**src/rtl/icp_pkg.sv**
```systemverilog
// Shared definitions for the interpolated color palette: operation and status
// codes, field widths and the queued item type.
// No dependencies; every other file in rtl/ uses this package.
`timescale 1ns / 1ps

package icp_pkg;

  localparam int MAX_ENTRIES_DEF = 256;

  localparam int COLOR_W = 8;
  localparam int POS_W   = 32;
  localparam int FRAC_W  = 8;
  localparam int MAG_W   = POS_W - 1;
  localparam int QUOT_W  = MAG_W - FRAC_W;
  localparam int ENTRY_W = 3 * COLOR_W;

  localparam logic [1:0] OP_APPEND = 2'd0;
  localparam logic [1:0] OP_CHANGE = 2'd1;
  localparam logic [1:0] OP_INTERP = 2'd2;
  localparam logic [1:0] OP_GET    = 2'd3;

  localparam logic [1:0] ST_OK    = 2'd0;
  localparam logic [1:0] ST_EMPTY = 2'd1;
  localparam logic [1:0] ST_RANGE = 2'd2;
  localparam logic [1:0] ST_FULL  = 2'd3;

  localparam logic [COLOR_W-1:0] COLOR_MAX  = 8'hFF;
  localparam logic [COLOR_W-1:0] COLOR_ZERO = 8'h00;

  // One request after the front end has split the position into sign and
  // magnitude. The magnitude is the quotient (entry step) over the fraction.
  typedef struct packed {
    logic [1:0]         op;
    logic               neg;
    logic [MAG_W-1:0]   mag;
    logic [COLOR_W-1:0] red;
    logic [COLOR_W-1:0] green;
    logic [COLOR_W-1:0] blue;
  } icp_item_t;

endpackage

```
**src/rtl/icp_front.sv**
```systemverilog
// Front end of the palette: accepts request beats into a holding register,
// splits the position into sign and magnitude and pushes into the queue.
// Depends on icp_pkg.
`timescale 1ns / 1ps

module icp_front (
  input  logic                        clk,
  input  logic                        rst,
  input  logic                        req_valid,
  output logic                        req_stall,
  input  logic [1:0]                  operation,
  input  logic signed [icp_pkg::POS_W-1:0] position,
  input  logic [icp_pkg::COLOR_W-1:0] red,
  input  logic [icp_pkg::COLOR_W-1:0] green,
  input  logic [icp_pkg::COLOR_W-1:0] blue,
  input  logic                        q_full,
  output logic                        push,
  output icp_pkg::icp_item_t          item
);

  logic held;
  logic take;

  // The holding register drains whenever the queue has room, so it can take
  // a new beat in the same cycle.
  assign push      = held && !q_full;
  assign req_stall = held && q_full;
  assign take      = req_valid && !req_stall;

  always_ff @(posedge clk) begin
    if (rst) begin
      held <= 1'b0;
    end else if (take) begin
      held <= 1'b1;
    end else if (push) begin
      held <= 1'b0;
    end
  end

  always_ff @(posedge clk) begin
    if (take) begin
      item.op    <= operation;
      item.neg   <= position[icp_pkg::POS_W-1];
      item.mag   <= position[icp_pkg::MAG_W-1:0];
      item.red   <= red;
      item.green <= green;
      item.blue  <= blue;
    end
  end

endmodule

```
**config.mk**
```make
export PLATFORM = sky130hd
export DESIGN_NAME = icp_front
export DESIGN_NICKNAME = d
export VERILOG_FILES = /design/src/rtl/icp_pkg.sv /design/src/rtl/icp_front.sv
export SDC_FILE = /design/constraint.sdc
export NUM_CORES = 1
export LEC_CHECK = 0
export BUFFER_PORTS_ARGS = -buffer_cell sky130_fd_sc_hd__buf_2
export CAP_MARGIN = 10
export CORE_MARGIN = 5
export CORE_UTILIZATION = 40
export DETAILED_ROUTE_END_ITERATION = 6
export HOLD_SLACK_MARGIN = 0.12
export PLACE_DENSITY = 0.86
export SKIP_LAST_GASP = 1
export SLEW_MARGIN = 10
export SYNTH_ARGS = -nofsm -noshare
export SYNTH_HDL_FRONTEND = slang
export SYNTH_SLANG_ARGS = --single-unit
export TNS_END_PERCENT = 30
```
**constraint.sdc**
```tcl
create_clock -name clk -period 2.9 [get_ports clk]
set_clock_uncertainty 0.2 [all_clocks]
set_input_delay 0.29 -clock clk [delete_from_list [all_inputs] [get_ports clk]]
set_output_delay 0.29 -clock clk [all_outputs]
set_load 0.05 [all_outputs]
```
==> impl_metrics.tcl <==
set metrics [dict create \
    firstDrtPassIters 5 \
    critPathMaxStageDelay_ns 0.55 \
    max-clock-path-buffers 2 \
    hold_viol_final 0 \
    numPortBuffers 121 \
    synth.distinct_cells 7 \
    fin_crit_sh 0.6460 \
    setup_violations 0 \
    tns_ns 0 \
    nets 319 \
    place_congestion 0.7492 \
    clk_latency_ns 0.32 \
    r2r_start "held$_SDFFE_PP0P_" \
    vias 1416 \
    drt-vias-per-instance 4.510 \
    grt_max_degree 37 \
    drc 0 \
    hold_depth 2 \
    cp-endpoint "item[33]$_DFFE_PP_" \
    die_width_um 77.02 \
    cts-root-buf "clkbuf_8" \
    cts-resized-gates 0 \
    synth_xor_area_frac 0 \
    drtAntennaViolNets 0 \
    design_area_um2 3288 \
    start_kind "register" \
    drt-wirelength-per-cell_um 19.90 \
    htree_levels 3 \
    timing.critical_path.buf_inv 1 \
    syn_to_final_growth_pct 83.01 \
    die_h_um 77.02 \
    synth_area_um2 1797 \
    reg2reg_to "item[33]$_DFFE_PP_" \
    initial_utilization 0.4126 \
    crit_type "reg -> reg" \
    min_period_ns 1.873 \
    clk_pin_slew_worst_paths_ns 0.07 \
    reg2reg_depth 3 \
    rows 24 \
    die_area_um2 5932 \
    drive_gt1_frac 0.5305 \
    crit_family "simple AND/OR/NAND/NOR gates" \
    grt_pass1_vias 1670 \
    multi_input_area_um2 40.04 \
    powerDensity_nw_per_um2 639.4 \
    cap_viol_max_count 0 \
    crit_path_end_kind "register" \
    clock_sinks 59 \
    crit_start "held$_SDFFE_PP0P_" \
    grt_pass1_wl_um 9418 \
    cp_cell_sequence "and2_4, nor2b_4, buf_12" \
    cp.required_ns 2.71 \
    overflow 0 \
    peakVddDrop_mv 0.3474 \
    core_um2 4354 \
    wl_um 6248 \
    cts_tree "done" \
    n_antenna_cell 0 \
    detailedRoute.firstIterationViolations 87 \
    synthAdderAreaFrac 0 \
    post-cts-setup-buffer-count 0 \
    status "complete, no violations" \
    ys_ff_latch 59 \
    hp-class "in -> reg" \
    worst-slew-pin-transition_ns 0.6877 \
    seq_area_um2 1762 \
    synth_top_family_by_area "simple AND/OR/NAND/NOR gates" \
    yosys.area_share.simple 0.01671 \
    synth_mux_area_frac 0 \
    placed_area_um2 2492 \
    rsz0062_at_grt "no" \
    cts_buffers 9 \
    slew_headroom 0.5406 \
    maxSlewViolCount 0 \
    ios 122 \
    post_synth.cell_area_avg_um2 28.07 \
    netlist_instances 64 \
    synth_compound_area_frac 0.002786 \
    ys_seq_area_frac 0.9805 \
    grt_util_all_layers 0.2184 \
    synth_nets 126 \
    fillers 215 \
    critPathMaxFanout 36 \
    p_leak_nw 1.423 \
    antenna_found_initial 0 \
    critical_path_depth 3 \
    yosys_warnings 0 \
    rrSetupSlack_ns 1.03 \
    crit_slowest_cell "nor2b_4" \
    arrival_ns 1.68 \
    max_clock_freq_mhz 533.8 \
]
==> per-stage QoR <==
stage,hold slack (ns),power [mW],util,worst slack [ns],cells
2_1_floorplan,0.1624,1.219,-,0.2384,64
3_3_place_gp,0.2661,1.310,0.5724,0.9927,238
3_5_place_dp,0.2682,1.318,0.5724,0.9455,238
4_1_cts,0.3015,2.092,0.7552,1.055,314
5_1_grt,0.2947,2.176,0.7552,0.9672,314
6_report,0.3078,2.102,0.7552,1.027,314
==> final cells by class <==
type,count,share of cell area
Clock buffer,12,0.04414
Clock inverter,4,0.01522
Multi-Input combinational cell,5,0.01218
Sequential cell,59,0.5358
Tap cell,52,0.01979
Timing Repair Buffer,182,0.3729
==> metal layers <==
layer / GRT usage / up-vias / routed length (um)
li1: - / 641 / -
met1: 0.2191 / 669 / 2131
met2: 0.3744 / 96 / 3283
met3: 0.1171 / 10 / 716
met4: 0.09107 / 0 / 116
met5: 0 / - / 0
==> timing repair <==
action,CTS,global route
hold endpoints to repair,59,0
hold buffers,60,0
endpoints found under the setup margin,0,0
==> report_power, final <==
group          switching [mW]  internal (mW)
clock network           0.310          0.420
registers              0.0152          0.996
logic                   0.242          0.119
total                   0.567           1.54
==> registers in the layout (all words and copies together) (netlist names) <==
| name | flops |
|---|---|
| item | 58 |
| held | 1 |
==> cell families (layout without fill, tap and decap cells) <==
group | after synthesis | count (layout)
simple gates | 4 | 4
flops | 59 | 59
buf+inv | 0 | 198
compound gates | 1 | 1
==> worst min-delay path by stage <==
stage	from	endpoint	slack, ns
final	req_valid	item[19]$_DFFE_PP_	0.31
after detailed placement	position[19]	item[43]$_DFFE_PP_	0.27
after floorplan	rst	held$_SDFFE_PP0P_	0.16
after CTS	req_valid	item[19]$_DFFE_PP_	0.30
after global placement	position[22]	item[46]$_DFFE_PP_	0.27
after global routing	req_valid	item[19]$_DFFE_PP_	0.29
==> cells in the final DEF (no fill, tap or decap) <==
cell type        n
bufinv_16        1
dfxtp_1          1
a21oi_1          1
clkbuf_8        10
buf_2          121
and2b_2          1
clkinv_2         1
dlygate4sd3_1   60
clkbuf_1         2
nor2b_4          1
nor2_1           1
and2_4           1
clkinvlp_4       2
edfxtp_1        58
buf_12           1
==> cell usage after synthesis <==
cell / n / area [um2]
nor2_1: 1 / 3.750
dfxtp_1: 1 / 20.02
edfxtp_1: 58 / 1742
nor2b_2: 1 / 8.760
and2b_2: 1 / 8.760
and2_4: 1 / 8.760
a21oi_1: 1 / 5.000
==> worst register-to-register path, cell delays in order (launching register included) <==
cell and delay [ns]:
dfxtp_1 0.33, and2_4 0.16, nor2b_4 0.55, buf_12 0.31
(Power assumes the default switching activity.)
