**src/rtl/icp_pkg.sv**
```systemverilog
// Shared definitions for the interpolated color palette: operation and status
// codes, field widths and the queued item type.
// No dependencies; every other file in rtl/ uses this package.
`timescale 1ns / 1ps

package icp_pkg;

  localparam int MAX_ENTRIES_DEF = 256;

  localparam int COLOR_W = 8;
  localparam int POS_W   = 32;
  localparam int FRAC_W  = 8;
  localparam int MAG_W   = POS_W - 1;
  localparam int QUOT_W  = MAG_W - FRAC_W;
  localparam int ENTRY_W = 3 * COLOR_W;

  localparam logic [1:0] OP_APPEND = 2'd0;
  localparam logic [1:0] OP_CHANGE = 2'd1;
  localparam logic [1:0] OP_INTERP = 2'd2;
  localparam logic [1:0] OP_GET    = 2'd3;

  localparam logic [1:0] ST_OK    = 2'd0;
  localparam logic [1:0] ST_EMPTY = 2'd1;
  localparam logic [1:0] ST_RANGE = 2'd2;
  localparam logic [1:0] ST_FULL  = 2'd3;

  localparam logic [COLOR_W-1:0] COLOR_MAX  = 8'hFF;
  localparam logic [COLOR_W-1:0] COLOR_ZERO = 8'h00;

  // One request after the front end has split the position into sign and
  // magnitude. The magnitude is the quotient (entry step) over the fraction.
  typedef struct packed {
    logic [1:0]         op;
    logic               neg;
    logic [MAG_W-1:0]   mag;
    logic [COLOR_W-1:0] red;
    logic [COLOR_W-1:0] green;
    logic [COLOR_W-1:0] blue;
  } icp_item_t;

endpackage

```
**src/rtl/icp_queue.sv**
```systemverilog
// Two-entry queue between the palette front end and the back end.
// Depends on icp_pkg for the item type.
`timescale 1ns / 1ps

module icp_queue (
  input  logic               clk,
  input  logic               rst,
  input  logic               push,
  input  icp_pkg::icp_item_t wr_item,
  input  logic               pop,
  output icp_pkg::icp_item_t head,
  output logic               full,
  output logic               empty
);

  localparam logic [1:0] DEPTH = 2'd2;

  icp_pkg::icp_item_t slot [2];
  logic               wr_ptr;
  logic               rd_ptr;
  logic [1:0]         level;
  logic               do_push;
  logic               do_pop;

  assign full    = (level == DEPTH);
  assign empty   = (level == 2'd0);
  assign head    = slot[rd_ptr];
  assign do_push = push && !full;
  assign do_pop  = pop && !empty;

  always_ff @(posedge clk) begin
    if (rst) begin
      wr_ptr <= 1'b0;
      rd_ptr <= 1'b0;
      level  <= 2'd0;
    end else begin
      if (do_push) begin
        wr_ptr <= !wr_ptr;
      end
      if (do_pop) begin
        rd_ptr <= !rd_ptr;
      end
      if (do_push && !do_pop) begin
        level <= level + 2'd1;
      end else if (do_pop && !do_push) begin
        level <= level - 2'd1;
      end
    end
  end

  always_ff @(posedge clk) begin
    if (do_push) begin
      slot[wr_ptr] <= wr_item;
    end
  end

endmodule

```
**config.mk**
```make
export PLATFORM = sky130hd
export DESIGN_NAME = icp_queue
export DESIGN_NICKNAME = d
export VERILOG_FILES = /design/src/rtl/icp_pkg.sv /design/src/rtl/icp_queue.sv
export SDC_FILE = /design/constraint.sdc
export NUM_CORES = 1
export LEC_CHECK = 0
export ABC_AREA = 1
export ABC_CLOCK_PERIOD_IN_PS = 9400
export BUFFER_PORTS_ARGS = -buffer_cell sky130_fd_sc_hd__buf_2
export CAP_MARGIN = 10
export CORE_UTILIZATION = 51
export DETAILED_ROUTE_END_ITERATION = 10
export PLACE_DENSITY_LB_ADDON = 0.25
export SLEW_MARGIN = 25
export SYNTH_ARGS = -nofsm -noshare
export SYNTH_HDL_FRONTEND = slang
export SYNTH_SLANG_ARGS = --single-unit
```
**constraint.sdc**
```tcl
create_clock -name clk -period 9.4 [get_ports clk]
set_input_delay 0.94 -clock clk [delete_from_list [all_inputs] [get_ports clk]]
set_output_delay 0.94 -clock clk [all_outputs]
set_load 0.02 [all_outputs]
```
==> tab_implementation.tex, run 1 <==
\begin{tabular}{lr}
\hline
Metric & Value \\
\hline
\multicolumn{2}{l}{\textbf{Run status}} \\
\quad Result of the run & finished, final reports clean \\
\multicolumn{2}{l}{\textbf{Global routing}} \\
\quad First-pass GRT wire length & 11090 um \\
\quad Maximum number of pins on one net before global-route repair & 59 \\
\quad Global Route Usage Sum & 0.1740 \\
\quad Number of global-route vias before repair & $\sim$2300 \\
\quad Number of antenna violations at the first check in global routing & 1 \\
\quad GR Overflow Total & 0 \\
\multicolumn{2}{l}{\textbf{Timing}} \\
\quad Final period util & 0.3161 \\
\quad Tightest Pin Transition & just under 900 ps \\
\quad Maximum clock frequency & 0.3366 GHz \\
\quad Worst hold margin & around 540 ps \\
\quad RSZ-0062 raised after global routing & false \\
\quad TNS Setup & 0 ps \\
\quad Final Slew Violations & 0 \\
\quad Slack of the critical path & between 6000 and 7000 ps \\
\quad Final setup violating endpoints & 0 \\
\quad Final min period & between 2000 and 3000 ps \\
\quad Worst Clk Skew & 7.149 ps \\
\quad Final Hold Violating Endpoints & 0 \\
\quad Slew Limit Headroom & 0.4128 \\
\multicolumn{2}{l}{\textbf{Yosys}} \\
\quad Area share of the leading cell type in the synthesized netlist & 0.7735 \\
\quad Leading post-synthesis cells by cell area & sky130\_fd\_sc\_hd\_\_edfxtp\_1 77\%, sky130\_fd\_sc\_hd\_\_mux2\_2 9.5\%, sky130\_fd\_sc\_hd\_\_mux2\_4 6.7\% \\
\quad Library cell with the largest summed area after synthesis & sky130\_fd\_sc\_hd\_\_edfxtp\_1 \\
\quad Yosys warning count & 0 \\
\quad Synth Cell Area & about 0.0045 sq mm \\
\quad \#FFs+latches synth & 121 \\
\quad Sequential share of the synthesized area & 0.7958 \\
\quad Syn Inst Count & 217 \\
\quad Post-Syn Nets & 280 \\
\quad Mean Syn Cell Area & roughly 21 sq um \\
\quad Synth cell types & 16 \\
\multicolumn{2}{l}{\textbf{Power}} \\
\quad Largest vdd supply drop & 191.8 uV \\
\quad Portion of total power attributed to the clock network & 0.345 \\
\quad Switching Power & 469.9 uW \\
\quad Sequential Power Share & 0.436 \\
\quad Lkg Pwr & 0.002241 uW \\
\quad Total internal power & 1216 uW \\
\quad Pwr per Cell Area & $\sim$290 mW/mm\^{}2 \\
\quad Portion of total power attributed to combinational logic & 0.219 \\
\quad Proportion of total power due to net switching & 0.2787 \\
\quad Total power consumption of the routed design & 1686 uW \\
\multicolumn{2}{l}{\textbf{Critical path}} \\
\quad CP Data Required Time & 8460 ps \\
\quad Crit path max-delay cell type & sky130\_fd\_sc\_hd\_\_dfxtp\_4 \\
\quad Top cell family by delay on the critical path & flip-flops \\
\quad Slowest cell delay on critical path & slightly above 900 ps \\
\quad Kind of critical path & reg2out \\
\quad Largest fanout on the critical path & 58 \\
\quad Worst Setup Start Kind & register \\
\quad Setup slack on the worst flop-to-flop path & between 7000 and 8000 ps \\
\quad Worst Reg-to-Reg Cells & 3 \\
\quad Startpoint of the worst-slack reg-to-reg timing path & level[0] \\
\quad Worst path buffer plus inverter count & 1 \\
\quad Instance count on the critical path & 2 \\
\quad CP Cell Sequence & mux2\_2 -> buf\_2 \\
\quad End of the worst register-to-register path & slot[0][54] \\
\quad Critical Path AT & $\sim$2000 ps \\
\quad Kind of end point of the critical path & output pin \\
\multicolumn{2}{l}{\textbf{Layout}} \\
\quad Most frequent standard cell in the layout excluding fill and tap cells & sky130\_fd\_sc\_hd\_\_buf\_2 \\
\quad Commonest cells after routing, fill and taps aside & 121 x sky130\_fd\_sc\_hd\_\_buf\_2, 116 x sky130\_fd\_sc\_hd\_\_edfxtp\_1, 38 x sky130\_fd\_sc\_hd\_\_mux2\_2 \\
\quad Fillcell total & 590 \\
\quad Growth of design area from synthesis to finish & 28.01\% \\
\quad Share of post-route cells with drive strength above 1 & 0.5738 \\
\quad Layout Nets & 416 \\
\quad Final design instance area without fill & 0.005764 sq mm \\
\multicolumn{2}{l}{\textbf{Job}} \\
\quad Number of max-cap violations & 0 \\
\multicolumn{2}{l}{\textbf{CTS}} \\
\quad Post-cts resize count & 0 \\
\quad Clock net sink count & $\sim$120 \\
\quad Post-CTS setup buffer count & 0 \\
\quad Clock latency of the later-clocked register in the worst-skew pair & about 500 ps \\
\quad Clk Tree Root Cell & sky130\_fd\_sc\_hd\_\_clkbuf\_8 \\
\quad CTS tree & done \\
\quad Buffers from clock root to sink, at most & 2 \\
\quad Count of hold-fix buffers inserted at cts & 0 \\
\quad Clock edge transition at the registers on the reported setup and hold paths & 50 ps \\
\quad Clock buffers created by TritonCTS & 17 \\
\quad Htree depth & 4 \\
\multicolumn{2}{l}{\textbf{Floorplan}} \\
\quad Effective utilization at floorplan & 0.5372 \\
\quad Die Area & approximately 0.009 sq mm \\
\quad Core ar. & 0.008382 sq mm \\
\quad Die height & 95.97 um \\
\quad Placement Rows & 33 \\
\quad Horiz. Die Dim & 95.97 um \\
\quad I/O pin total & 122 \\
\multicolumn{2}{l}{\textbf{Routing}} \\
\quad Iteration-0 DRC count of the detailed router & 139 \\
\quad Pre-Repair DR Iteration Count & 5 \\
\quad Top routing layer in use & met4 \\
\quad Routed wire length on met2 & around 3700 um \\
\quad Routed metal-1 wirelength & 3190 um \\
\quad Post-DR wirelength/cell & 16.07 um \\
\quad Vias post-DR & 2379 \\
\quad Number of vias per cell after detailed routing & between 5 and 6 \\
\quad ANT nets after route & 0 \\
\quad Routed length on met3 & $\sim$660 um \\
\quad Remaining routing DRC violations & 0 \\
\quad Total Wirelength & 7583 um \\
\multicolumn{2}{l}{\textbf{Place}} \\
\quad Area of placed instances & 0.005225 sq mm \\
\quad HPWL reported at the end of detailed placement & 4566 um \\
\quad Global placer's final weighted congestion & 0.7284 \\
\quad Input/output buffers & 121 \\
\quad Post-Place Worst Slack & 6920 ps \\
\multicolumn{2}{l}{\textbf{Min path}} \\
\quad Hold path startpoint & wr\_ptr \\
\quad Instance count along the most critical hold path & 2 \\
\quad Hold endpoint & wr\_ptr \\
\quad Type of the tightest min-delay check & reg2reg \\
\hline
\end{tabular}
-- power groups by stage --
stage / logic, uW / registers (uW) / clock network (uW)
6_report: 369 / 735 / 582
3_5_place_dp: 373 / 747 / 0
4_1_cts: 375 / 738 / 594
2_1_floorplan: 291 / 714 / 0
5_1_grt: 397 / 746 / 618
3_3_place_gp: 369 / 744 / 0
-- cells by family after synthesis --
logic type / synth area share
flip-flops: 0.7958
multiplexers: 0.1617
AND/OR/NAND/NOR: 0.01473
buffers and inverters: 0.01834
AO/OA/AOI/OAI: 0.006667
adder cells (fa/ha/maj): 0.002778
-- through the flow --
step / instances / util
finish: 472 / 0.6877
global route: 471 / 0.6874
CTS: 471 / 0.6874
detailed placement: 439 / 0.6234
global placement: 439 / 0.6234
floorplan: 217 / -
-- registers in the layout, indices dropped and copies added (netlist names), named ones only --
register / cells
wr_ptr: 1
rd_ptr: 1
level: 2
slot: 116
-- layer usage --
metal	track usage	vias to the layer above
li1	-	1118
met1	0.2053	1154
met2	0.2762	101
met3	0.09479	6
met4	0.04975	0
met5	0	-
-- synth_stat cells, drive strengths merged --
master and count:
buf 6, mux2 58, ha 1, a21oi 1
nand2 4, nor2 9, nand4 1, edfxtp 116
dfxtp 5, o21ai 5, and2 1, nand3 1
inv 9
-- area by class of cell --
type | instances | area, sq um | share of cell area
antenna | 1 | 2.502 | 0.0004341
clock buffer | 21 | 429.2 | 0.07445
clock inverter | 11 | 107.6 | 0.01867
inverter | 9 | 33.78 | 0.005861
multi-input combinational | 81 | 852.1 | 0.1478
sequential | 121 | 3587 | 0.6223
tap | 105 | 131.4 | 0.02279
timing repair buffer | 123 | 620.6 | 0.1077
-- worst reg2reg max path: cells and delay by family, from the launching register on --
| kind | cells | cell delay (ps) |
|---|---|---|
| compound gates | 1 | 230 |
| flops | 1 | 410 |
| buf+inv | 1 | 620 |
| simple gates | 1 | 130 |
-- worst max-delay path by stage --
stage and endpoint:
2_1_floorplan slot[0][0], 3_3_place_gp head[6], 3_5_place_dp head[18], 4_1_cts head[47], 5_1_grt head[20], 6_report head[17]
Note: power is estimated with default switching activity, not from simulation.
==> run 2: changes to the inputs <==
--- a/config.mk
+++ b/config.mk
@@ -6,7 +6,7 @@
 export NUM_CORES = 1
 export LEC_CHECK = 0
 export ABC_AREA = 1
-export ABC_CLOCK_PERIOD_IN_PS = 9400
+export ABC_CLOCK_PERIOD_IN_PS = 3100
 export BUFFER_PORTS_ARGS = -buffer_cell sky130_fd_sc_hd__buf_2
 export CAP_MARGIN = 10
 export CORE_UTILIZATION = 51
==> constraint.sdc (replaced) <==
create_clock -name clk -period 3.1 [get_ports clk]
set_input_delay 0.31 -clock clk [delete_from_list [all_inputs] [get_ports clk]]
set_output_delay 0.31 -clock clk [all_outputs]
set_load 0.02 [all_outputs]
==> run 2 against run 1 <==
  * Non-clock buffer count is 60 higher
  * Sequential share of layout area is 6.1 points lower
  * Die area stayed put
  * Clock power grew to 3.2 times the previous value
  * Global-route usage is 1.8 points higher
  * Power grew to 3.1 times the previous value
  * Sequential cell count stayed put
  * Sequential power grew to 3.0 times the previous value
  * Largest power group unchanged
==> tab_implementation.tex, run 2 (synthesized netlist as in run 1, its figures left out) <==
\begin{tabular}{lr}
\hline
Metric & Value \\
\hline
\multicolumn{2}{l}{\textbf{Global routing}} \\
\quad GR Overflow Total & 0 \\
\quad Maximum number of pins on one net before global-route repair & just under 60 \\
\quad Number of antenna violations at the first check in global routing & 0 \\
\quad Met3 Resource Use GR & 0.06872 \\
\quad First-pass GRT wire length & 12430 um \\
\quad Met2 demand-to-capacity share in global routing & 0.3393 \\
\quad Number of global-route vias before repair & 2690 \\
\quad Global Route Usage Sum & 0.1918 \\
\quad Highest-utilization routing layer at the global route stage & met2 \\
\quad Met1 capacity usage during global routing & 0.2035 \\
\multicolumn{2}{l}{\textbf{Timing}} \\
\quad RSZ-0062 raised after global routing & false \\
\quad Maximum clock frequency & 0.4202 GHz \\
\quad Worst Clk Skew & 7.405 ps \\
\quad Final Slew Violations & 0 \\
\quad Tightest Pin Transition & 907.1 ps \\
\quad Final setup violating endpoints & 0 \\
\quad Final Hold Violating Endpoints & 0 \\
\quad Final min period & 2380 ps \\
\quad Slew Limit Headroom & 0.3953 \\
\quad Final period util & 0.7676 \\
\multicolumn{2}{l}{\textbf{Layout}} \\
\quad Layout Nets & 476 \\
\quad Most frequent standard cell in the layout excluding fill and tap cells & sky130\_fd\_sc\_hd\_\_buf\_2 \\
\quad Growth of design area from synthesis to finish & 41.98\% \\
\quad Largest register by flop count & slot \\
\quad Final Instance Count excl. Fillers & 530 \\
\quad Max FFs per register & 116 \\
\quad Largest registers & slot (116), level (2) \\
\quad Commonest cells after routing, fill and taps aside & 121 x sky130\_fd\_sc\_hd\_\_buf\_2, 116 x sky130\_fd\_sc\_hd\_\_edfxtp\_1, 58 x sky130\_fd\_sc\_hd\_\_dlygate4sd3\_1 \\
\quad Final design instance area without fill & approximately 0.0064 sq mm \\
\quad Diodes inserted & 0 \\
\quad Share of post-route cells with drive strength above 1 & 0.5059 \\
\quad Fillcell total & between 500 and 600 \\
\multicolumn{2}{l}{\textbf{Floorplan}} \\
\quad Die Area & 0.009209 sq mm \\
\quad Placement Rows & 33 \\
\quad I/O pin total & 122 \\
\quad Effective utilization at floorplan & 0.5372 \\
\quad Horiz. Die Dim & 95.97 um \\
\quad Core ar. & 0.008382 sq mm \\
\quad Die height & 95.97 um \\
\multicolumn{2}{l}{\textbf{Place}} \\
\quad Global placer's final weighted congestion & 0.6910 \\
\quad Cell Count Post-Placement & 441 \\
\quad Area of placed instances & approximately 0.0052 sq mm \\
\quad HPWL reported at the end of detailed placement & 4647 um \\
\quad Input/output buffers & 121 \\
\multicolumn{2}{l}{\textbf{CTS}} \\
\quad Clock latency of the later-clocked register in the worst-skew pair & 500 ps \\
\quad Clock edge transition at the registers on the reported setup and hold paths & about 50 ps \\
\quad Htree depth & 4 \\
\quad Buffers from clock root to sink, at most & 2 \\
\quad Post-cts resize count & 0 \\
\quad Clk Tree Root Cell & sky130\_fd\_sc\_hd\_\_clkbuf\_8 \\
\quad Clock buffers created by TritonCTS & 17 \\
\quad Clock net sink count & 121 \\
\quad CTS tree & done \\
\multicolumn{2}{l}{\textbf{Routing}} \\
\quad Vias post-DR & about 2600 \\
\quad Remaining routing DRC violations & 0 \\
\quad Number of vias per cell after detailed routing & slightly below 5 \\
\quad Pre-Repair DR Iteration Count & 4 \\
\quad Total Wirelength & between 8000 and 9000 um \\
\quad Iteration-0 DRC count of the detailed router & 57 \\
\quad ANT nets after route & 0 \\
\quad Post-DR wirelength/cell & about 16 um \\
\multicolumn{2}{l}{\textbf{Critical path}} \\
\quad Setup slack on the worst flop-to-flop path & 1320 ps \\
\quad Kind of critical path & reg2out \\
\quad Worst path buffer plus inverter count & 1 \\
\quad CP Cell Sequence & mux2\_2 -> buf\_2 \\
\quad Worst Reg-to-Reg Cells & 9 \\
\quad Top cell family by delay on the critical path & flip-flops \\
\quad Largest fanout on the critical path & 58 \\
\quad Slowest cell delay on critical path & 910 ps \\
\quad Instance count on the critical path & 2 \\
\quad Worst Setup Start Kind & register \\
\quad CP Data Required Time & about 2800 ps \\
\quad Critical Path AT & 2070 ps \\
\quad Kind of end point of the critical path & output pin \\
\quad Crit path max-delay cell type & sky130\_fd\_sc\_hd\_\_dfxtp\_4 \\
\multicolumn{2}{l}{\textbf{Power}} \\
\quad Largest vdd supply drop & 553.1 uV \\
\quad Total internal power & 3824 uW \\
\quad Sequential Power Share & 0.421 \\
\quad Portion of total power attributed to the clock network & 0.353 \\
\quad Lkg Pwr & 0.002511 uW \\
\quad Switching Power & 1470 uW \\
\quad Proportion of total power due to net switching & 0.2777 \\
\quad Portion of total power attributed to combinational logic & 0.226 \\
\quad Pwr per Cell Area & 828.0 mW/mm\^{}2 \\
\multicolumn{2}{l}{\textbf{Min path}} \\
\quad Instance count along the most critical hold path & 4 \\
\quad Type of the tightest min-delay check & in2reg \\
\multicolumn{2}{l}{\textbf{Job}} \\
\quad Number of max-cap violations & 0 \\
\multicolumn{2}{l}{\textbf{Run status}} \\
\quad Result of the run & finished, final reports clean \\
\hline
\end{tabular}
==> run 2: cell types whose count changed in the layout (fill, tap and decap cells not counted), sizes merged <==
cell         change
clkbuf           -3
clkinv           +1
dlygate4sd3     +58
bufinv           +1
buf              +2
diode            -1
==> run 2: worst register-to-register path: stages (launching register included) <==
cell and delay (ps):
sky130_fd_sc_hd__dfxtp_1 380, sky130_fd_sc_hd__inv_1 90, sky130_fd_sc_hd__o21ai_1 450, sky130_fd_sc_hd__inv_1 130, sky130_fd_sc_hd__ha_1 350, sky130_fd_sc_hd__inv_1 80
sky130_fd_sc_hd__nand3_1 70, sky130_fd_sc_hd__nand2_1 60, sky130_fd_sc_hd__inv_1 30, sky130_fd_sc_hd__nor2_1 80
==> run 2: final timing paths <==
check / from / to
hold reg to reg: wr_ptr / wr_ptr
setup / recovery: register / head[3]
setup reg to reg: level[1] / level[1]
hold / removal: rst / level[1]
==> run 2: area by class of cell <==
type	count	area, sq um	area share
clock buffers	18	417.9	0.06536
clock inverters	13	155.1	0.02427
inverters	9	33.78	0.005284
multi-input cells	81	852.1	0.1333
flip-flops and latches	121	3587	0.5611
well taps	105	131.4	0.02055
repair buffers	183	1216	0.1902
==> run 2: through the flow <==
stage                     utilization  hold slack, ps  total power (uW)  TNS, ps  setup slack (ps)
after global placement         0.6252           497.1              3375        0              1229
after floorplan                     -           408.9              3049   -36410            -313.9
after CTS                      0.7628           59.00              5335        0             697.7
final                          0.7628           87.27              5294        0             720.4
after detailed placement       0.6252           500.7              3403        0              1233
after global routing           0.7628           108.1              5511        0             642.5
==> run 2: routing by layer <==
metal,vias to the layer above,wire [um]
li1,1231,-
met2,110,4559
met5,-,0
met1,1277,3344
met3,10,483
met4,0,107
==> run 2: power groups by stage <==
stage | registers [uW] | logic [uW] | clock network (uW)
final | 2230 | 1200 | 1870
after global routing | 2250 | 1290 | 1970
after CTS | 2230 | 1200 | 1900
after detailed placement | 2260 | 1140 | 0
after global placement | 2250 | 1130 | 0
after floorplan | 2170 | 884 | 0
==> run 2: repair_timing <==
action                                 4_1_cts  5_1_grt
setup buffers                                0        0
endpoints found under the hold margin      115        0
hold buffers                                58        0
==> run 3: changes to the inputs <==
--- a/config.mk
+++ b/config.mk
@@ -6,10 +6,10 @@
 export NUM_CORES = 1
 export LEC_CHECK = 0
 export ABC_AREA = 1
-export ABC_CLOCK_PERIOD_IN_PS = 3100
+export ABC_CLOCK_PERIOD_IN_PS = 2050
 export BUFFER_PORTS_ARGS = -buffer_cell sky130_fd_sc_hd__buf_2
 export CAP_MARGIN = 10
-export CORE_UTILIZATION = 51
+export CORE_UTILIZATION = 47
 export DETAILED_ROUTE_END_ITERATION = 10
 export PLACE_DENSITY_LB_ADDON = 0.25
 export SLEW_MARGIN = 25
==> constraint.sdc (replaced) <==
create_clock -name clk -period 2.05 [get_ports clk]
set_input_delay 0.205 -clock clk [delete_from_list [all_inputs] [get_ports clk]]
set_output_delay 0.205 -clock clk [all_outputs]
set_load 0.02 [all_outputs]
==> run 3 against run 2 <==
  * Hold slack better by 110 ps
  * Power is 50% higher
  * Non-clock buffer count grew 7
  * Sequential cell count did not move
  * Final cell count increased by 6.0%
  * Register-to-register slack lost 1000 ps
  * Critical endpoint is now head[56]
  * Largest cell class unchanged
==> tab_implementation.tex, run 3 (synthesized netlist as in run 1, its figures left out) <==
\begin{tabular}{lr}
\hline
Metric & Value \\
\hline
\multicolumn{2}{l}{\textbf{Run status}} \\
\quad Result of the run & finished, final reports clean \\
\multicolumn{2}{l}{\textbf{Critical path}} \\
\quad Critical Path AT & 1670 ps \\
\quad Setup slack on the worst flop-to-flop path & 320 ps \\
\quad Largest fanout on the critical path & 26 \\
\quad Worst path buffer plus inverter count & 2 \\
\quad Worst Reg-to-Reg Cells & 9 \\
\quad Worst Setup Start Kind & register \\
\quad Crit path max-delay cell type & sky130\_fd\_sc\_hd\_\_dfxtp\_4 \\
\quad CP Data Required Time & around 1900 ps \\
\quad Startpoint of the worst-slack reg-to-reg timing path & level[1] \\
\quad Kind of end point of the critical path & output pin \\
\quad Top cell family by delay on the critical path & flip-flops \\
\quad Slowest cell delay on critical path & 410 ps \\
\quad CP Cell Sequence & buf\_12 -> mux2\_2 -> buf\_2 \\
\quad End of the worst register-to-register path & level[1] \\
\quad Kind of critical path & reg2out \\
\quad Instance count on the critical path & 3 \\
\multicolumn{2}{l}{\textbf{Routing}} \\
\quad ANT nets after route & 0 \\
\quad Vias post-DR & 2635 \\
\quad Remaining routing DRC violations & 0 \\
\quad Pre-Repair DR Iteration Count & 6 \\
\quad Total Wirelength & 8185 um \\
\quad Number of vias per cell after detailed routing & 4.689 \\
\quad Iteration-0 DRC count of the detailed router & approximately 90 \\
\quad Post-DR wirelength/cell & 14.56 um \\
\multicolumn{2}{l}{\textbf{Layout}} \\
\quad Diodes inserted & 0 \\
\quad Share of post-route cells with drive strength above 1 & 0.5104 \\
\quad Final Instance Count excl. Fillers & 562 \\
\quad Growth of design area from synthesis to finish & 44.23\% \\
\quad Largest register by flop count & slot \\
\quad Final design instance area without fill & 0.006495 sq mm \\
\quad Multi-input gate area in the final layout & 852.1 sq um \\
\quad Max FFs per register & 116 \\
\quad Layout Nets & 483 \\
\quad Fillcell total & 612 \\
\quad Largest registers & slot (116), level (2) \\
\quad Core Util, Final & 0.7029 \\
\quad Most frequent standard cell in the layout excluding fill and tap cells & sky130\_fd\_sc\_hd\_\_buf\_2 \\
\quad Storage cell area & 0.003587 sq mm \\
\quad Commonest cells after routing, fill and taps aside & 121 x sky130\_fd\_sc\_hd\_\_buf\_2, 116 x sky130\_fd\_sc\_hd\_\_edfxtp\_1, 59 x sky130\_fd\_sc\_hd\_\_dlygate4sd3\_1 \\
\multicolumn{2}{l}{\textbf{CTS}} \\
\quad Post-cts resize count & 0 \\
\quad Clk Tree Root Cell & sky130\_fd\_sc\_hd\_\_clkbuf\_8 \\
\quad Htree depth & 4 \\
\quad Buffers from clock root to sink, at most & 2 \\
\quad Clock buffers created by TritonCTS & 17 \\
\quad Clock net sink count & 121 \\
\quad Clock latency of the later-clocked register in the worst-skew pair & about 500 ps \\
\quad CTS tree & done \\
\quad Clock edge transition at the registers on the reported setup and hold paths & 50 ps \\
\multicolumn{2}{l}{\textbf{Min path}} \\
\quad Type of the tightest min-delay check & in2reg \\
\quad Hold path startpoint & pop \\
\quad Instance count along the most critical hold path & 4 \\
\multicolumn{2}{l}{\textbf{Global routing}} \\
\quad GR Overflow Total & 0 \\
\quad Number of antenna violations at the first check in global routing & 0 \\
\quad First-pass GRT wire length & 12410 um \\
\quad Maximum number of pins on one net before global-route repair & 38 \\
\quad Global Route Usage Sum & 0.1694 \\
\quad Number of global-route vias before repair & 2741 \\
\multicolumn{2}{l}{\textbf{Power}} \\
\quad Pwr per Cell Area & about 1200 mW/mm\^{}2 \\
\quad Lkg Pwr & 0.002548 uW \\
\quad Largest vdd supply drop & 742.1 uV \\
\multicolumn{2}{l}{\textbf{Floorplan}} \\
\quad Effective utilization at floorplan & 0.4873 \\
\quad Horiz. Die Dim & 99.88 um \\
\quad Placement Rows & 35 \\
\quad I/O pin total & 122 \\
\quad Die height & about 100 um \\
\quad Die Area & 0.009976 sq mm \\
\quad Core ar. & 0.009240 sq mm \\
\multicolumn{2}{l}{\textbf{Timing}} \\
\quad RSZ-0062 raised after global routing & false \\
\quad Final Slew Violations & 0 \\
\quad Final min period & 1879 ps \\
\quad TNS Setup & 0 ps \\
\quad Maximum clock frequency & 0.5321 GHz \\
\quad Worst Clk Skew & just over 7 ps \\
\quad Final period util & 0.9167 \\
\quad Final setup violating endpoints & 0 \\
\quad Slew Limit Headroom & 0.6737 \\
\quad Tightest Pin Transition & 486.3 ps \\
\quad Final Hold Violating Endpoints & 0 \\
\multicolumn{2}{l}{\textbf{Place}} \\
\quad HPWL reported at the end of detailed placement & 4870 um \\
\quad Cell Count Post-Placement & 468 \\
\quad Global placer's final weighted congestion & 0.7177 \\
\quad Input/output buffers & roughly 120 \\
\quad Area of placed instances & about 0.0053 sq mm \\
\multicolumn{2}{l}{\textbf{Job}} \\
\quad Number of max-cap violations & 0 \\
\hline
\end{tabular}
run 3: worst min-delay path, stage by stage:
cell and delay, ps:
sky130_fd_sc_hd__buf_2 100, sky130_fd_sc_hd__o21ai_0 130, sky130_fd_sc_hd__and2_1 170, sky130_fd_sc_hd__nor2_1 50
run 3: report_power, final:
| part | switching, uW | internal [uW] |
|---|---|---|
| Combinational | 1140 | 888 |
| Sequential | 108 | 3130 |
| Clock | 989 | 1710 |
| Total | 2230 | 5730 |
run 3: worst max path at each step:
stage	slack, ps	to	from
final	170	head[56]	register
after floorplan	-410	slot[0][0]	level[0]
after detailed placement	340	level[1]	level[1]
after global routing	110	head[49]	register
after CTS	10	head[49]	register
after global placement	430	level[1]	level[1]
run 3: metal layers:
metal / vias to the layer above / track usage / share of wire
met5: - / 0 / 0
met4: 0 / 0.07805 / 0.011
met3: 9 / 0.05432 / 0.054
met2: 82 / 0.3003 / 0.53
met1: 1292 / 0.1850 / 0.41
li1: 1252 / - / -
run 3: area by class of cell:
type                            instances  area share
Timing Repair Buffer                  190      0.2015
Sequential cell                       121      0.5523
Inverter                                9    0.005201
Multi-Input combinational cell         81      0.1312
Clock buffer                           19     0.06492
Clock inverter                         13     0.02003
Tap cell                              129     0.02485
run 3: what timing repair did:
action	CTS	global route
setup buffers	0	3
setup endpoints to repair	0	5
endpoints found under the hold margin	119	0
hold buffers	59	0
run 3: stage by stage:
stage | hold WS (ps) | worst slack [ps] | power, uW
final | 200.2 | 170.7 | 7965
after global routing | 227.4 | 106.9 | 8302
after CTS | 173.9 | 11.50 | 8018
after detailed placement | 395.7 | 335.1 | 5216
after global placement | 391.6 | 430.6 | 5169
after floorplan | 303.9 | -414.4 | 4600
